--- config.mk ---
export PLATFORM = sky130hd
export DESIGN_NAME = ppm_frame_decoder_with_drive_mapping_flat
export DESIGN_NICKNAME = d
export VERILOG_FILES = /design/src/sv/ppmd_pkg.sv /design/src/sv/ppmd_if.sv /design/src/sv/ppmd_cfg.sv /design/src/sv/ppmd_ctrl.sv /design/src/sv/ppmd_dp.sv /design/src/sv/ppm_frame_decoder_with_drive_mapping.sv /design/src/flat_wrapper.sv
export SDC_FILE = /design/constraint.sdc
export NUM_CORES = 1
export LEC_CHECK = 0
export BUFFER_PORTS_ARGS = -buffer_cell sky130_fd_sc_hd__buf_2
export CAP_MARGIN = 20
export CORE_MARGIN = 3
export CORE_UTILIZATION = 45
export CTS_CLUSTER_DIAMETER = 50
export DETAILED_ROUTE_END_ITERATION = 10
export PLACE_DENSITY = 0.7
export SYNTH_ARGS = -nofsm -noshare
export SYNTH_HDL_FRONTEND = slang
export SYNTH_SLANG_ARGS = --single-unit
export TNS_END_PERCENT = 20
--- constraint.sdc ---
create_clock -name clk_i -period 12.4 [get_ports clk_i]
set_clock_uncertainty 0.2 [all_clocks]
set_input_delay 0.62 -clock clk_i [delete_from_list [all_inputs] [get_ports clk_i]]
set_output_delay 0.62 -clock clk_i [all_outputs]
set_load 0.05 [all_outputs]
--- src/sv/ppmd_pkg.sv ---
// ----------------------------------------------------------------------------
// ppmd_pkg
// Shared constants and types of the PPM frame decoder with drive mapping.
// ----------------------------------------------------------------------------
package ppmd_pkg;

  localparam int unsigned TIMER_PERIOD = 40000;
  localparam int unsigned NUM_CHANNELS = 8;
  localparam int unsigned NUM_DRIVES   = 6;
  localparam int unsigned WIDTH_RESET  = 1500;
  localparam int unsigned PCT_SCALE    = 100;
  localparam int unsigned MAG_SAT      = 255;

  localparam int unsigned TIME_W  = 16;
  localparam int unsigned PW_W    = 15;
  localparam int unsigned DZ_W    = 10;
  localparam int unsigned CH_W    = $clog2(NUM_CHANNELS);
  localparam int unsigned IDX_W   = 4;
  localparam int unsigned MAG_W   = 8;
  localparam int unsigned NUM_W   = 22;
  localparam int unsigned REM_W   = NUM_W + 1;
  localparam int unsigned QCNT_W  = $clog2(MAG_W);
  localparam int unsigned ADDR_W  = 5;
  localparam int unsigned DATA_W  = 32;

  localparam logic [2:0] REG_PULSE_CENTER   = 3'd0;
  localparam logic [2:0] REG_PULSE_MAX      = 3'd1;
  localparam logic [2:0] REG_PULSE_MIN      = 3'd2;
  localparam logic [2:0] REG_DEAD_ZONE      = 3'd3;
  localparam logic [2:0] REG_GLITCH_LIMIT   = 3'd4;
  localparam logic [2:0] REG_SYNC_THRESHOLD = 3'd5;
  localparam logic [2:0] REG_LIMIT_CHANNEL  = 3'd6;

  typedef struct packed {
    logic [PW_W-1:0] pulse_center;
    logic [PW_W-1:0] pulse_max;
    logic [PW_W-1:0] pulse_min;
    logic [DZ_W-1:0] dead_zone;
    logic [PW_W-1:0] glitch_limit;
    logic [PW_W-1:0] sync_threshold;
    logic [2:0]      limit_channel;
  } cfg_t;

  typedef struct packed {
    logic capture;
    logic filter;
    logic map;
    logic scale;
    logic div_step;
    logic load_out;
  } dp_cmd_t;

  typedef struct packed {
    logic sync;
    logic full;
    logic drive;
    logic div_last;
  } dp_status_t;

  typedef struct packed {
    logic            updated;
    logic [2:0]      channel;
    logic [PW_W-1:0] pulse_width;
    logic            glitch_rejected;
    logic            sync_seen;
    logic            frame_done;
    logic            drive_valid;
    logic            direction;
    logic [MAG_W-1:0] magnitude;
  } result_t;

endpackage

--- src/sv/ppmd_if.sv ---
// ----------------------------------------------------------------------------
// ppmd_in_if / ppmd_out_if
// Valid/ready channels carrying edge items in and decoded results out.
// ----------------------------------------------------------------------------
interface ppmd_in_if;
  logic        valid;
  logic        ready;
  logic [15:0] edge_time;
  logic        upper_limit_n;
  logic        lower_limit_n;

  modport source (output valid, output edge_time, output upper_limit_n,
                  output lower_limit_n, input ready);
  modport sink   (input valid, input edge_time, input upper_limit_n,
                  input lower_limit_n, output ready);
endinterface

interface ppmd_out_if;
  logic        valid;
  logic        ready;
  logic        updated;
  logic [2:0]  channel;
  logic [14:0] pulse_width;
  logic        glitch_rejected;
  logic        sync_seen;
  logic        frame_done;
  logic        drive_valid;
  logic        direction;
  logic [7:0]  magnitude;

  modport source (output valid, output updated, output channel, output pulse_width,
                  output glitch_rejected, output sync_seen, output frame_done,
                  output drive_valid, output direction, output magnitude,
                  input ready);
  modport sink   (input valid, input updated, input channel, input pulse_width,
                  input glitch_rejected, input sync_seen, input frame_done,
                  input drive_valid, input direction, input magnitude,
                  output ready);
endinterface

--- src/sv/ppmd_cfg.sv ---
// ----------------------------------------------------------------------------
// ppmd_cfg
// APB register file holding calibration and limit channel selection.
// ----------------------------------------------------------------------------
module ppmd_cfg
  import ppmd_pkg::*;
(
  input  logic              clk_i,
  input  logic              rst_ni,
  input  logic              psel,
  input  logic              penable,
  input  logic              pwrite,
  input  logic [ADDR_W-1:0] paddr,
  input  logic [DATA_W-1:0] pwdata,
  output logic [DATA_W-1:0] prdata,
  output logic              pready,
  output cfg_t              cfg_o
);

  cfg_t       cfg_q;
  logic       wr_en;
  logic [2:0] reg_idx;

  assign pready  = 1'b1;
  assign wr_en   = psel & penable & pwrite;
  assign reg_idx = paddr[ADDR_W-1:2];

  always_ff @(posedge clk_i or negedge rst_ni) begin
    if (!rst_ni) begin
      cfg_q.pulse_center   <= PW_W'(WIDTH_RESET);
      cfg_q.pulse_max      <= PW_W'(2000);
      cfg_q.pulse_min      <= PW_W'(1000);
      cfg_q.dead_zone      <= DZ_W'(50);
      cfg_q.glitch_limit   <= PW_W'(300);
      cfg_q.sync_threshold <= PW_W'(2100);
      cfg_q.limit_channel  <= 3'd0;
    end else if (wr_en) begin
      unique case (reg_idx)
        REG_PULSE_CENTER:   cfg_q.pulse_center   <= pwdata[PW_W-1:0];
        REG_PULSE_MAX:      cfg_q.pulse_max      <= pwdata[PW_W-1:0];
        REG_PULSE_MIN:      cfg_q.pulse_min      <= pwdata[PW_W-1:0];
        REG_DEAD_ZONE:      cfg_q.dead_zone      <= pwdata[DZ_W-1:0];
        REG_GLITCH_LIMIT:   cfg_q.glitch_limit   <= pwdata[PW_W-1:0];
        REG_SYNC_THRESHOLD: cfg_q.sync_threshold <= pwdata[PW_W-1:0];
        REG_LIMIT_CHANNEL:  cfg_q.limit_channel  <= pwdata[2:0];
        default: ;
      endcase
    end
  end

  always_comb begin
    unique case (reg_idx)
      REG_PULSE_CENTER:   prdata = DATA_W'(cfg_q.pulse_center);
      REG_PULSE_MAX:      prdata = DATA_W'(cfg_q.pulse_max);
      REG_PULSE_MIN:      prdata = DATA_W'(cfg_q.pulse_min);
      REG_DEAD_ZONE:      prdata = DATA_W'(cfg_q.dead_zone);
      REG_GLITCH_LIMIT:   prdata = DATA_W'(cfg_q.glitch_limit);
      REG_SYNC_THRESHOLD: prdata = DATA_W'(cfg_q.sync_threshold);
      REG_LIMIT_CHANNEL:  prdata = DATA_W'(cfg_q.limit_channel);
      default:            prdata = '0;
    endcase
  end

  assign cfg_o = cfg_q;

endmodule

--- src/sv/ppmd_ctrl.sv ---
// ----------------------------------------------------------------------------
// ppmd_ctrl
// Sequencer stepping one edge through filter, mapping and serial division.
// ----------------------------------------------------------------------------
module ppmd_ctrl
  import ppmd_pkg::*;
(
  input  logic       clk_i,
  input  logic       rst_ni,
  input  logic       in_valid_i,
  output logic       in_ready_o,
  output logic       out_valid_o,
  input  logic       out_ready_i,
  input  dp_status_t status_i,
  output dp_cmd_t    cmd_o
);

  localparam logic [2:0] S_IDLE  = 3'd0;
  localparam logic [2:0] S_FILT  = 3'd1;
  localparam logic [2:0] S_MAP   = 3'd2;
  localparam logic [2:0] S_SCALE = 3'd3;
  localparam logic [2:0] S_DIV   = 3'd4;
  localparam logic [2:0] S_OUT   = 3'd5;

  logic [2:0] state_q, state_d;
  logic       out_valid_q, out_valid_d;

  always_comb begin
    state_d = state_q;
    cmd_o   = '0;
    unique case (state_q)
      S_IDLE: begin
        if (in_valid_i) begin
          cmd_o.capture = 1'b1;
          state_d       = S_FILT;
        end
      end
      S_FILT: begin
        cmd_o.filter = 1'b1;
        if (status_i.sync || status_i.full || !status_i.drive) begin
          state_d = S_OUT;
        end else begin
          state_d = S_MAP;
        end
      end
      S_MAP: begin
        cmd_o.map = 1'b1;
        state_d   = S_SCALE;
      end
      S_SCALE: begin
        cmd_o.scale = 1'b1;
        state_d     = S_DIV;
      end
      S_DIV: begin
        cmd_o.div_step = 1'b1;
        if (status_i.div_last) begin
          state_d = S_OUT;
        end
      end
      S_OUT: begin
        if (!out_valid_q || out_ready_i) begin
          cmd_o.load_out = 1'b1;
          state_d        = S_IDLE;
        end
      end
      default: state_d = S_IDLE;
    endcase
  end

  assign out_valid_d = cmd_o.load_out | (out_valid_q & ~out_ready_i);

  always_ff @(posedge clk_i or negedge rst_ni) begin
    if (!rst_ni) begin
      state_q     <= S_IDLE;
      out_valid_q <= 1'b0;
    end else begin
      state_q     <= state_d;
      out_valid_q <= out_valid_d;
    end
  end

  assign in_ready_o  = (state_q == S_IDLE);
  assign out_valid_o = out_valid_q;

  a_no_overwrite: assert property (@(posedge clk_i) disable iff (!rst_ni)
    (out_valid_q && !out_ready_i) |-> !cmd_o.load_out)
    else $error("result register overwritten while held");

  a_accept_to_filter: assert property (@(posedge clk_i) disable iff (!rst_ni)
    (in_valid_i && in_ready_o) |=> (state_q == S_FILT))
    else $error("accepted transfer not followed by filter step");

  a_cmd_onehot: assert property (@(posedge clk_i) disable iff (!rst_ni)
    $onehot0(cmd_o))
    else $error("more than one datapath command");

  a_load_sets_valid: assert property (@(posedge clk_i) disable iff (!rst_ni)
    cmd_o.load_out |=> out_valid_q)
    else $error("result loaded without valid");

endmodule

--- src/sv/ppmd_dp.sv ---
// ----------------------------------------------------------------------------
// ppmd_dp
// Interval, glitch filter, width store, drive mapping and restoring divider.
// ----------------------------------------------------------------------------
module ppmd_dp
  import ppmd_pkg::*;
(
  input  logic              clk_i,
  input  logic              rst_ni,
  input  cfg_t              cfg_i,
  input  logic [TIME_W-1:0] edge_time_i,
  input  logic              upper_limit_n_i,
  input  logic              lower_limit_n_i,
  input  dp_cmd_t           cmd_i,
  output dp_status_t        status_o,
  output result_t           result_o
);

  logic [TIME_W-1:0] last_edge_q;
  logic [IDX_W-1:0]  idx_q;
  logic [PW_W-1:0]   widths_q [NUM_CHANNELS];

  logic [PW_W-1:0]   interval_q;
  logic              upper_hit_q, lower_hit_q;

  logic              sync_q, upd_q, rej_q, done_q, drv_q, dir_q;
  logic [2:0]        ch_q;
  logic [PW_W-1:0]   w_q;

  logic [PW_W-1:0]   dev_q, span_q;
  logic              span_bad_q, dz_q, sat_q;
  logic [REM_W-1:0]  rem_q;
  logic [MAG_W-1:0]  quo_q;
  logic [QCNT_W-1:0] cnt_q;

  result_t           out_q;

  logic [TIME_W:0]   wrap_sum;
  logic [TIME_W-1:0] diff_time;
  logic [PW_W-1:0]   interval;
  logic [PW_W-1:0]   old_w, jump, new_w;
  logic              reject;
  logic [IDX_W-1:0]  idx_next;
  logic              above;
  logic [PW_W-1:0]   dev;
  logic [PW_W:0]     span;
  logic [NUM_W-1:0]  num;
  logic [REM_W-1:0]  dshift;
  logic              fits;
  logic [MAG_W-1:0]  mag_raw, mag_fin;
  logic              boom_block;

  assign wrap_sum  = {1'b0, edge_time_i} + (TIME_W+1)'(TIMER_PERIOD) - {1'b0, last_edge_q};
  assign diff_time = edge_time_i - last_edge_q;
  assign interval  = (edge_time_i < last_edge_q) ?
                     (wrap_sum[TIME_W] ? '1 : wrap_sum[PW_W:1]) : diff_time[PW_W:1];

  assign status_o.sync     = (interval_q >= cfg_i.sync_threshold);
  assign status_o.full     = (idx_q >= IDX_W'(NUM_CHANNELS));
  assign status_o.drive    = (idx_q < IDX_W'(NUM_DRIVES));
  assign status_o.div_last = (cnt_q == '0);

  assign old_w    = widths_q[idx_q[CH_W-1:0]];
  assign jump     = (old_w > interval_q) ? old_w - interval_q : interval_q - old_w;
  assign reject   = (jump > cfg_i.glitch_limit);
  assign new_w    = reject ? old_w : interval_q;
  assign idx_next = idx_q + IDX_W'(1);

  assign above = (w_q > cfg_i.pulse_center);
  assign dev   = above ? w_q - cfg_i.pulse_center : cfg_i.pulse_center - w_q;
  assign span  = above ? {1'b0, cfg_i.pulse_max} - {1'b0, cfg_i.pulse_center}
                       : {1'b0, cfg_i.pulse_center} - {1'b0, cfg_i.pulse_min};

  assign num    = NUM_W'(dev_q) * NUM_W'(PCT_SCALE);
  assign dshift = REM_W'(span_q) << cnt_q;
  assign fits   = (rem_q >= dshift);

  assign mag_raw    = dz_q ? '0 : ((span_bad_q || sat_q) ? MAG_W'(MAG_SAT) : quo_q);
  assign boom_block = (ch_q == cfg_i.limit_channel) &&
                      ((upper_hit_q && dir_q) || (lower_hit_q && !dir_q));
  assign mag_fin    = (drv_q && !boom_block) ? mag_raw : '0;

  always_ff @(posedge clk_i or negedge rst_ni) begin
    if (!rst_ni) begin
      last_edge_q <= '0;
      idx_q       <= '0;
      for (int i = 0; i < NUM_CHANNELS; i++) begin
        widths_q[i] <= PW_W'(WIDTH_RESET);
      end
    end else begin
      if (cmd_i.capture) begin
        last_edge_q <= edge_time_i;
      end
      if (cmd_i.filter) begin
        if (status_o.sync) begin
          idx_q <= '0;
        end else if (!status_o.full) begin
          widths_q[idx_q[CH_W-1:0]] <= new_w;
          idx_q                     <= idx_next;
        end
      end
    end
  end

  always_ff @(posedge clk_i) begin
    if (cmd_i.capture) begin
      interval_q  <= interval;
      upper_hit_q <= ~upper_limit_n_i;
      lower_hit_q <= ~lower_limit_n_i;
    end
    if (cmd_i.filter) begin
      sync_q <= status_o.sync;
      upd_q  <= 1'b0;
      ch_q   <= '0;
      w_q    <= '0;
      rej_q  <= 1'b0;
      done_q <= 1'b0;
      drv_q  <= 1'b0;
      dir_q  <= 1'b0;
      if (!status_o.sync && !status_o.full) begin
        upd_q  <= 1'b1;
        ch_q   <= idx_q[2:0];
        w_q    <= new_w;
        rej_q  <= reject;
        done_q <= (idx_next == IDX_W'(NUM_CHANNELS));
        drv_q  <= status_o.drive;
      end
    end
    if (cmd_i.map) begin
      dev_q      <= dev;
      span_q     <= span[PW_W-1:0];
      span_bad_q <= span[PW_W] || (span == '0);
      dz_q       <= (dev <= PW_W'(cfg_i.dead_zone));
      dir_q      <= above || (dev <= PW_W'(cfg_i.dead_zone));
    end
    if (cmd_i.scale) begin
      rem_q <= REM_W'(num);
      sat_q <= ({1'b0, num} >= {span_q, 8'h00});
      quo_q <= '0;
      cnt_q <= QCNT_W'(MAG_W - 1);
    end
    if (cmd_i.div_step) begin
      if (fits) begin
        rem_q        <= rem_q - dshift;
        quo_q[cnt_q] <= 1'b1;
      end
      cnt_q <= cnt_q - QCNT_W'(1);
    end
    if (cmd_i.load_out) begin
      out_q.updated         <= upd_q;
      out_q.channel         <= ch_q;
      out_q.pulse_width     <= w_q;
      out_q.glitch_rejected <= rej_q;
      out_q.sync_seen       <= sync_q;
      out_q.frame_done      <= done_q;
      out_q.drive_valid     <= drv_q;
      out_q.direction       <= drv_q & dir_q;
      out_q.magnitude       <= mag_fin;
    end
  end

  assign result_o = out_q;

endmodule

--- src/sv/ppm_frame_decoder_with_drive_mapping.sv ---
// ----------------------------------------------------------------------------
// ppm_frame_decoder_with_drive_mapping
// Decodes PPM edge timestamps into channel widths and drive commands.
// ----------------------------------------------------------------------------
// One edge is in work at a time. A sync gap, an edge past the eighth channel
// or a non-drive channel goes from filtering to output; a drive channel first
// passes mapping, scaling and the 8-step restoring divider that forms the
// percent magnitude. The next edge is taken the cycle after its predecessor's
// result is loaded into the output register, which holds it until taken.
// ----------------------------------------------------------------------------
module ppm_frame_decoder_with_drive_mapping
  import ppmd_pkg::*;
(
  input  logic              clk_i,
  input  logic              rst_ni,
  ppmd_in_if.sink           in_i,
  ppmd_out_if.source        out_o,
  input  logic              psel,
  input  logic              penable,
  input  logic              pwrite,
  input  logic [ADDR_W-1:0] paddr,
  input  logic [DATA_W-1:0] pwdata,
  output logic [DATA_W-1:0] prdata,
  output logic              pready
);

  cfg_t       cfg;
  dp_cmd_t    cmd;
  dp_status_t status;
  result_t    result;

  ppmd_cfg u_cfg (
    .clk_i   (clk_i),
    .rst_ni  (rst_ni),
    .psel    (psel),
    .penable (penable),
    .pwrite  (pwrite),
    .paddr   (paddr),
    .pwdata  (pwdata),
    .prdata  (prdata),
    .pready  (pready),
    .cfg_o   (cfg)
  );

  ppmd_ctrl u_ctrl (
    .clk_i       (clk_i),
    .rst_ni      (rst_ni),
    .in_valid_i  (in_i.valid),
    .in_ready_o  (in_i.ready),
    .out_valid_o (out_o.valid),
    .out_ready_i (out_o.ready),
    .status_i    (status),
    .cmd_o       (cmd)
  );

  ppmd_dp u_dp (
    .clk_i           (clk_i),
    .rst_ni          (rst_ni),
    .cfg_i           (cfg),
    .edge_time_i     (in_i.edge_time),
    .upper_limit_n_i (in_i.upper_limit_n),
    .lower_limit_n_i (in_i.lower_limit_n),
    .cmd_i           (cmd),
    .status_o        (status),
    .result_o        (result)
  );

  assign out_o.updated         = result.updated;
  assign out_o.channel         = result.channel;
  assign out_o.pulse_width     = result.pulse_width;
  assign out_o.glitch_rejected = result.glitch_rejected;
  assign out_o.sync_seen       = result.sync_seen;
  assign out_o.frame_done      = result.frame_done;
  assign out_o.drive_valid     = result.drive_valid;
  assign out_o.direction       = result.direction;
  assign out_o.magnitude       = result.magnitude;

endmodule
--- src/flat_wrapper.sv ---
// flat-port wrapper written by rule: the top's interface ports become plain ports
module ppm_frame_decoder_with_drive_mapping_flat import ppmd_pkg::*;
  (clk_i, rst_ni, psel, penable, pwrite, paddr, pwdata, prdata, pready, in_i_valid, in_i_edge_time, in_i_upper_limit_n, in_i_lower_limit_n, in_i_ready, out_o_valid, out_o_updated, out_o_channel, out_o_pulse_width, out_o_glitch_rejected, out_o_sync_seen, out_o_frame_done, out_o_drive_valid, out_o_direction, out_o_magnitude, out_o_ready);
  ppmd_in_if in_i_i ();
  ppmd_out_if out_o_i ();
  input  logic clk_i;
  input  logic rst_ni;
  input  logic psel;
  input  logic penable;
  input  logic pwrite;
  input  logic [ADDR_W-1:0] paddr;
  input  logic [DATA_W-1:0] pwdata;
  output logic [DATA_W-1:0] prdata;
  output logic pready;
  input wire logic [$bits(in_i_i.valid)-1:0] in_i_valid;
  input wire logic [$bits(in_i_i.edge_time)-1:0] in_i_edge_time;
  input wire logic [$bits(in_i_i.upper_limit_n)-1:0] in_i_upper_limit_n;
  input wire logic [$bits(in_i_i.lower_limit_n)-1:0] in_i_lower_limit_n;
  output wire logic [$bits(in_i_i.ready)-1:0] in_i_ready;
  output wire logic [$bits(out_o_i.valid)-1:0] out_o_valid;
  output wire logic [$bits(out_o_i.updated)-1:0] out_o_updated;
  output wire logic [$bits(out_o_i.channel)-1:0] out_o_channel;
  output wire logic [$bits(out_o_i.pulse_width)-1:0] out_o_pulse_width;
  output wire logic [$bits(out_o_i.glitch_rejected)-1:0] out_o_glitch_rejected;
  output wire logic [$bits(out_o_i.sync_seen)-1:0] out_o_sync_seen;
  output wire logic [$bits(out_o_i.frame_done)-1:0] out_o_frame_done;
  output wire logic [$bits(out_o_i.drive_valid)-1:0] out_o_drive_valid;
  output wire logic [$bits(out_o_i.direction)-1:0] out_o_direction;
  output wire logic [$bits(out_o_i.magnitude)-1:0] out_o_magnitude;
  input wire logic [$bits(out_o_i.ready)-1:0] out_o_ready;
  assign in_i_i.valid = in_i_valid;
  assign in_i_i.edge_time = in_i_edge_time;
  assign in_i_i.upper_limit_n = in_i_upper_limit_n;
  assign in_i_i.lower_limit_n = in_i_lower_limit_n;
  assign in_i_ready = in_i_i.ready;
  assign out_o_valid = out_o_i.valid;
  assign out_o_updated = out_o_i.updated;
  assign out_o_channel = out_o_i.channel;
  assign out_o_pulse_width = out_o_i.pulse_width;
  assign out_o_glitch_rejected = out_o_i.glitch_rejected;
  assign out_o_sync_seen = out_o_i.sync_seen;
  assign out_o_frame_done = out_o_i.frame_done;
  assign out_o_drive_valid = out_o_i.drive_valid;
  assign out_o_direction = out_o_i.direction;
  assign out_o_magnitude = out_o_i.magnitude;
  assign out_o_i.ready = out_o_ready;
  ppm_frame_decoder_with_drive_mapping u_core (.clk_i(clk_i), .rst_ni(rst_ni), .in_i(in_i_i), .out_o(out_o_i), .psel(psel), .penable(penable), .pwrite(pwrite), .paddr(paddr), .pwdata(pwdata), .prdata(prdata), .pready(pready));
endmodule
Word-level counts from Yosys, hierarchy flattened

Index checks and enable logic that the tools add are counted.

Register bits: 372
Bits in latches: 0
Bits in writable memories: 0
Bits in read-only memories: 0
Input bits: 62
Logic and storage cells: 184
Memories kept: 0

Add/sub/neg operators: 12
$mul: 1
Divide/modulo/power cells: 0
Magnitude comparators: 14
Eq/ne operators: 17
Shift-type cells: 1
Muxes and demuxes: 42
Bitwise logic cells: 13
Reductions and logical operators: 37

Operator list:

| operator               | count |
|---|---|
| $bwmux 120             | 1 |
| $mux 15                | 8 |
| $pmux 15 s7            | 1 |
| $mux 23                | 3 |
| $sub 15x15->15         | 4 |
| $bmux 15 s3            | 1 |
| $demux 15 s3           | 1 |
| $gt 15x15->1           | 3 |
| $mux 8                 | 4 |
| $sub 15x15->16         | 2 |
| $ge 22x23->1           | 1 |
| $ge 23x23->1           | 1 |
| $shl 15x3->23          | 1 |
| $sub 23x23->23         | 1 |
| $mul 15x5->20 const B  | 1 |
| $mux 3                 | 6 |
| $pmux 3 s6             | 1 |
| $add 16x16->17 const B | 1 |
| $sub 17x16->17         | 1 |
| $logic_not 16->1       | 1 |
| $lt 16x16->1           | 1 |
| $mux 16                | 1 |
| $reduce_and 2->1       | 8 |
| $sub 16x16->16         | 1 |
| 31 further kinds       | 83 |

Longest topological paths before layout

Word-level depth: 9
Depth in mapped cells: 29

Modules after synthesis

A second synthesis with hierarchy kept.

Cell total of the unflattened synthesis: 2525
Area, all modules: 26263.9 µm²

Modules (own cells, without submodules):

| module    | instances | cells each | area each (µm²) |
|---|---|---|---|
| ppmd_dp   | 1         | 2177       | 21619.5 |
| ppmd_cfg  | 1         | 320        | 4371.7 |
| ppmd_ctrl | 1         | 28         | 272.8 |

Worst setup path after synthesis

No wires, ideal clock.

Kind: register -> register
Start: reg u_core.u_dp.idx_q[1]
End: reg u_core.u_dp.w_q[1], data pin
Library setup time: 0.132 ns
Arrival: 5.821 ns
Required time: 12.068 ns
Slack: 6.247 ns
Stages on the path, launching flop included: 27
Period minus slack after synthesis: 6.153 ns
Path through: dfrtp_1 > clkbuf_1 > clkbuf_1 > clkbuf_1 > a211oi_1 > o22ai_1 > ha_1 > nor2b_1 > o21ai_0 > a21oi_1 > o21bai_1 > a31oi_1 > o31ai_4 > buf_2 > mux2_2 > ha_1 > nor2b_1 > o21a_1 > o21a_1 > o21a_1 > o211ai_1 > a21oi_1 > o21ai_1 > clkbuf_1 > nor2_1 > a21oi_1 > and2_1

Cells in the longest elaborated chain, start to end: 8
Elaborated cells between the ends (all ways): 13

Ends and longest elaborated chain:

| what                                           | line           | text |
|---|---|---|
| start: declaration                             | ppmd_dp.sv:20  | `logic [IDX_W-1:0] idx_q;` |
| start signal: assignment                       | ppmd_dp.sv:99  | `idx_q <= idx_next;` |
| $not 3->4 (not written as such)                | ppmd_dp.sv:63  | `assign old_w = widths_q[idx_q[CH_W-1:0]];` |
| $bmux 15 s3                                    | ppmd_dp.sv:63  |  |
| $mux 15 (not written as such) (2 in series)    | ppmd_dp.sv:63  |  |
| $sub 15x15->15 or $gt 15x15->1 (tied branches) | ppmd_dp.sv:64  | `assign jump = (old_w > interval_q) ? old_w - interval_q : interval_q - old_w;` |
| $mux 15                                        | ppmd_dp.sv:64  |  |
| $gt 15x15->1                                   | ppmd_dp.sv:65  | `assign reject = (jump > cfg_i.glitch_limit);` |
| $mux 15                                        | ppmd_dp.sv:66  | `assign new_w = reject ? old_w : interval_q;` |
| end signal: assignment                         | ppmd_dp.sv:123 | `w_q <= new_w;` |
| end: declaration                               | ppmd_dp.sv:28  | `logic [PW_W-1:0] w_q;` |

Several ways; a longest one is shown, not always the timed one. The select of a mux whose other input is x is not followed.
A chain may end at the register's enable or synchronous reset.

Worst setup path in the final report

Start: reg u_core.u_dp.idx_q[0]
End: reg u_core.u_dp.w_q[13], data pin

The elaborated chain is that of the path after synthesis.

==> results.md <==
Logic synthesis:
- For this run, the register share of the synthesized area comes to 0.376.
- The share of Yosys cell area claimed by the top area cell type is 0.140.
- The mean area per synthesized cell is 9.86 um2.
- The share of flip-flops with an asynchronous set or reset is 0.624.
- Sorting the synthesized cells by area gives the leading types as dfrtp_1, edfxtp_1, ha_1, dfstp_2, mux2_2.
- The dominant cell type by area after synthesis is dfrtp_1.
- The synthesized design contains 109 enable-type register cells.
- Yosys printed 0 warnings.
- The cell area that synthesis handed to floorplanning was 26,100 um2.
- After synthesis the netlist holds a flip-flop and latch count of 372.
- The instance count of the mapped netlist is 2,641.
- In the synthesized netlist the dominant register cell turns out to be dfrtp_1.
- The count of unique library cells instantiated by Yosys is 83.

Critical path:
- The worst setup path is captured at a register.
- The critical path data arrival time is 8.08 ns.
- The critical path in this run is classified as register to register.
- For the worst setup path, the data required time is 12.67 ns.
- The biggest fanout along the worst timing path is 33.
- The worst setup path is launched from a register.

Clock network:
- The maximum buffer depth of the clock tree is 3.
- The cell at the root of the clock tree is clkbuf_16.
- The level count of the clock H-tree is 2.
- The clock slew at the register clock pins of the worst setup and hold paths is 0.06 ns.
- The number of gates resized after cts is 0.
- The number of buffers created by CTS is 50.
- CTS saw 372 sinks.
- TritonCTS built the clock tree.
- Clock latency on the worst-skew pair, taken at its later pin, is 0.61 ns.

Floorplan:
- Row generation in the floorplan step produced 87 rows.
- The width of the die is 247 um.
- The full die area is 60,800 um2.
- For this configuration, the core starts out at a cell density of 0.458.
- The die is 247 um tall.
- The region available for standard cell placement spans 56,800 um2.
- Pin placement for this block handled 129 I/O pins.

Finish:
- Compared with the post-synthesis result, the final layout area differs by 11.4%.
- The most frequent standard cell in the layout excluding fill and tap cells is inv_1.
- The fraction of final layout cells sized beyond drive strength 1 is 0.192.
- After filler insertion, the fill cell instance count of the layout stands at 5,118.
- For this run, the share of the core covered by cells in the final layout is 0.511.
- In the layout the commonest cells are inv_1, ha_1, nand2_1.
- The total number of nets in the final design is 3,044.

Run status:
- The flow ran to the end, and the final reports show no timing, DRC or antenna violations.

GRT:
- For this run, the total global-route usage over all layers was measured as 0.239.
- The total overflow left after global routing is 0.
- The global-route wire length before repair is 114 mm.
- The initial antenna violation count is 3.
- Entering global routing, the biggest net connects 97 pins.
- The number of global-route vias before repair is 20,700.

Timing:
- The transition at the pin with the smallest max-transition slack is 1.02 ns.
- Subtracting the final worst setup slack from the clock period gives 7.81 ns.
- The final critical-path setup slack is 4.59 ns.
- The max-slew violation count is 0.
- After routing, the total negative slack on setup checks comes to 0 ns.
- The number of failing hold endpoints at the final stage is 0.
- Dividing the final minimum period by the clock period gives 0.630.
- The worst-case headroom to the max-slew limit is 0.304.
- The number of setup violations in the final report is 0.
- Derived from the worst setup path, the maximum achievable clock frequency is 128 MHz.
- Setup repair after global routing left no endpoint under its margin.

Routing:
- In this run, the number of DRC markers left after iteration 0 of detailed routing was 1,536.
- After detailed routing, the number of vias per cell comes to 5.71.
- For this run, design rule violations remaining after detail routing come to 0.
- The first detailed-routing pass ran for 5 iterations.
- The number of nets still failing antenna checks after routing is 0.
- The routed wire length is 72.3 mm.
- The vias after detailed routing is 20,000.
- The detail-routed net length per standard cell is 20.7 um.

Hold path:
- The worst min-delay path category is primary input to register.

Flow run:
- The total of max-cap violations is 0.

Place:
- The detailed placer's ending HPWL is 54.6 mm.
- The number of I/O port buffers is 91.
- The final RePlAce weighted congestion is 0.941.
- Timing analysis after detailed placement gives a worst setup slack of 4.70 ns.
-- synth_stat cells (all sizes together), types with 6 or more instances --
cell and instances:
a21oi 167, nand4 31, a211oi 15, nor3 32
nand2 209, a22oi 21, nand3 42, dfrtp 146
a211o 6, xnor2 70, mux2i 64, and2 22
mux4 26, nor4 6, mux2 178, and3 13
dfxtp 31, o21ai 178, buf 58, edfxtp 109
fa 29, nor2b 27, o22ai 12, o31ai 6
a21o 56, nor2 144, a221oi 16, o41ai 6
ha 254, clkbuf 71, inv 278, nand2b 21
nor3b 8, or2 7, dfstp 86, o21a 31
xor2 39, o211ai 8, o21bai 22, a31oi 22
-- critical path: stages (launching register included) --
cell and delay (ns):
dfrtp_1 0.33, buf_4 0.38, inv_1 0.09, buf_4 0.24
nor2_1 0.58, a221oi_1 0.19, o22ai_1 0.58, ha_1 0.36
nor2b_1 0.13, o21ai_0 0.24, a21oi_1 0.14, o21bai_1 0.23
a31oi_1 0.17, o31ai_4 0.19, buf_4 0.31, mux2i_1 0.43
nand3_1 0.13, o21ai_0 0.27, xor2_1 0.17, ha_1 0.26
a21o_1 0.16, a21oi_1 0.25, nand2_1 0.10, o21ai_2 0.11
buf_4 0.34, nor2_1 0.07, a21oi_1 0.70, and2_1 0.24
-- layer usage --
metal | vias to the layer above | track usage | routed length (um)
met5 | - | 0 | 11
met4 | 2 | 0.104 | 3600
met3 | 153 | 0.0337 | 3230
met2 | 509 | 0.421 | 35800
met1 | 9876 | 0.289 | 29600
li1 | 9444 | - | -
-- registers in the layout, indices dropped and copies added (netlist names), 3 cells and up --
signal and flops:
u_core.u_dp.span_q 15, u_core.u_dp.interval_q 15, u_core.u_cfg.cfg_o 88, u_core.u_dp.last_edge_q 16, u_core.u_dp.quo_q 8, u_core.u_dp.cnt_q 3
u_core.u_dp.idx_q 4, u_core.u_dp.result_o 32, u_core.u_dp.widths_q 120, u_core.u_dp.w_q 15, u_core.u_dp.dev_q 15, u_core.u_ctrl.state_q 3
u_core.u_dp.ch_q 3, u_core.u_dp.rem_q 23
-- layout make-up --
type                            count  area, um2  share of cell area
Antenna cell                        2       5.00            0.000172
Clock buffer                       59       1320              0.0453
Clock inverter                     35        537              0.0185
Inverter                          279       1050              0.0361
Multi-Input combinational cell   1877      14700               0.506
Sequential cell                   372       9810               0.338
Tap cell                          756        946              0.0326
Timing Repair Buffer              119        698              0.0240
-- worst paths after layout --
path	to	slack [ns]	startpoint	cells past startpoint
setup reg to reg	u_core.u_dp.w_q[13]	4.59	u_core.u_dp.idx_q[0]	27
setup / recovery	u_core.u_dp.w_q[13]	4.59	u_core.u_dp.idx_q[0]	27
hold / removal	u_core.u_dp.last_edge_q[13]	0.03	in_i_edge_time[13]	3
min in group asynchronous	u_core.u_dp.widths_q[89]	0.43	rst_ni	2
max in group asynchronous	u_core.u_cfg.cfg_o[12]	9.35	rst_ni	4
hold reg to reg	u_core.u_dp.result_o[10]	0.22	u_core.u_dp.done_q	0
-- kinds of logic after synthesis --
logic type | share of synthesized area
adders and majority gates | 0.144
xor gates and xnor gates | 0.0366
AOI/OAI and AO/OA | 0.151
buffers and inverters | 0.0635
and+or+nand+nor | 0.104
DFF | 0.376
other | 0.000288
muxes | 0.124
-- timing repair --
item / in CTS / in global routing
hold buffers: 1 / 0
hold endpoints to repair: 68 / 0
buffers inserted: 0 / 0
-- per-stage QoR --
stage	std cells	cell area, um2	hold slack (ns)
5_1_grt	3499	29000	0.0419
6_report	3499	29000	0.0274
3_3_place_gp	3400	27100	0.215
2_1_floorplan	2657	26100	0.124
3_5_place_dp	3401	27100	0.211
4_1_cts	3496	29000	0.00432
Power is not shown: default switching activity piles up to over one toggle a cycle in this logic, so the estimate is an artifact.
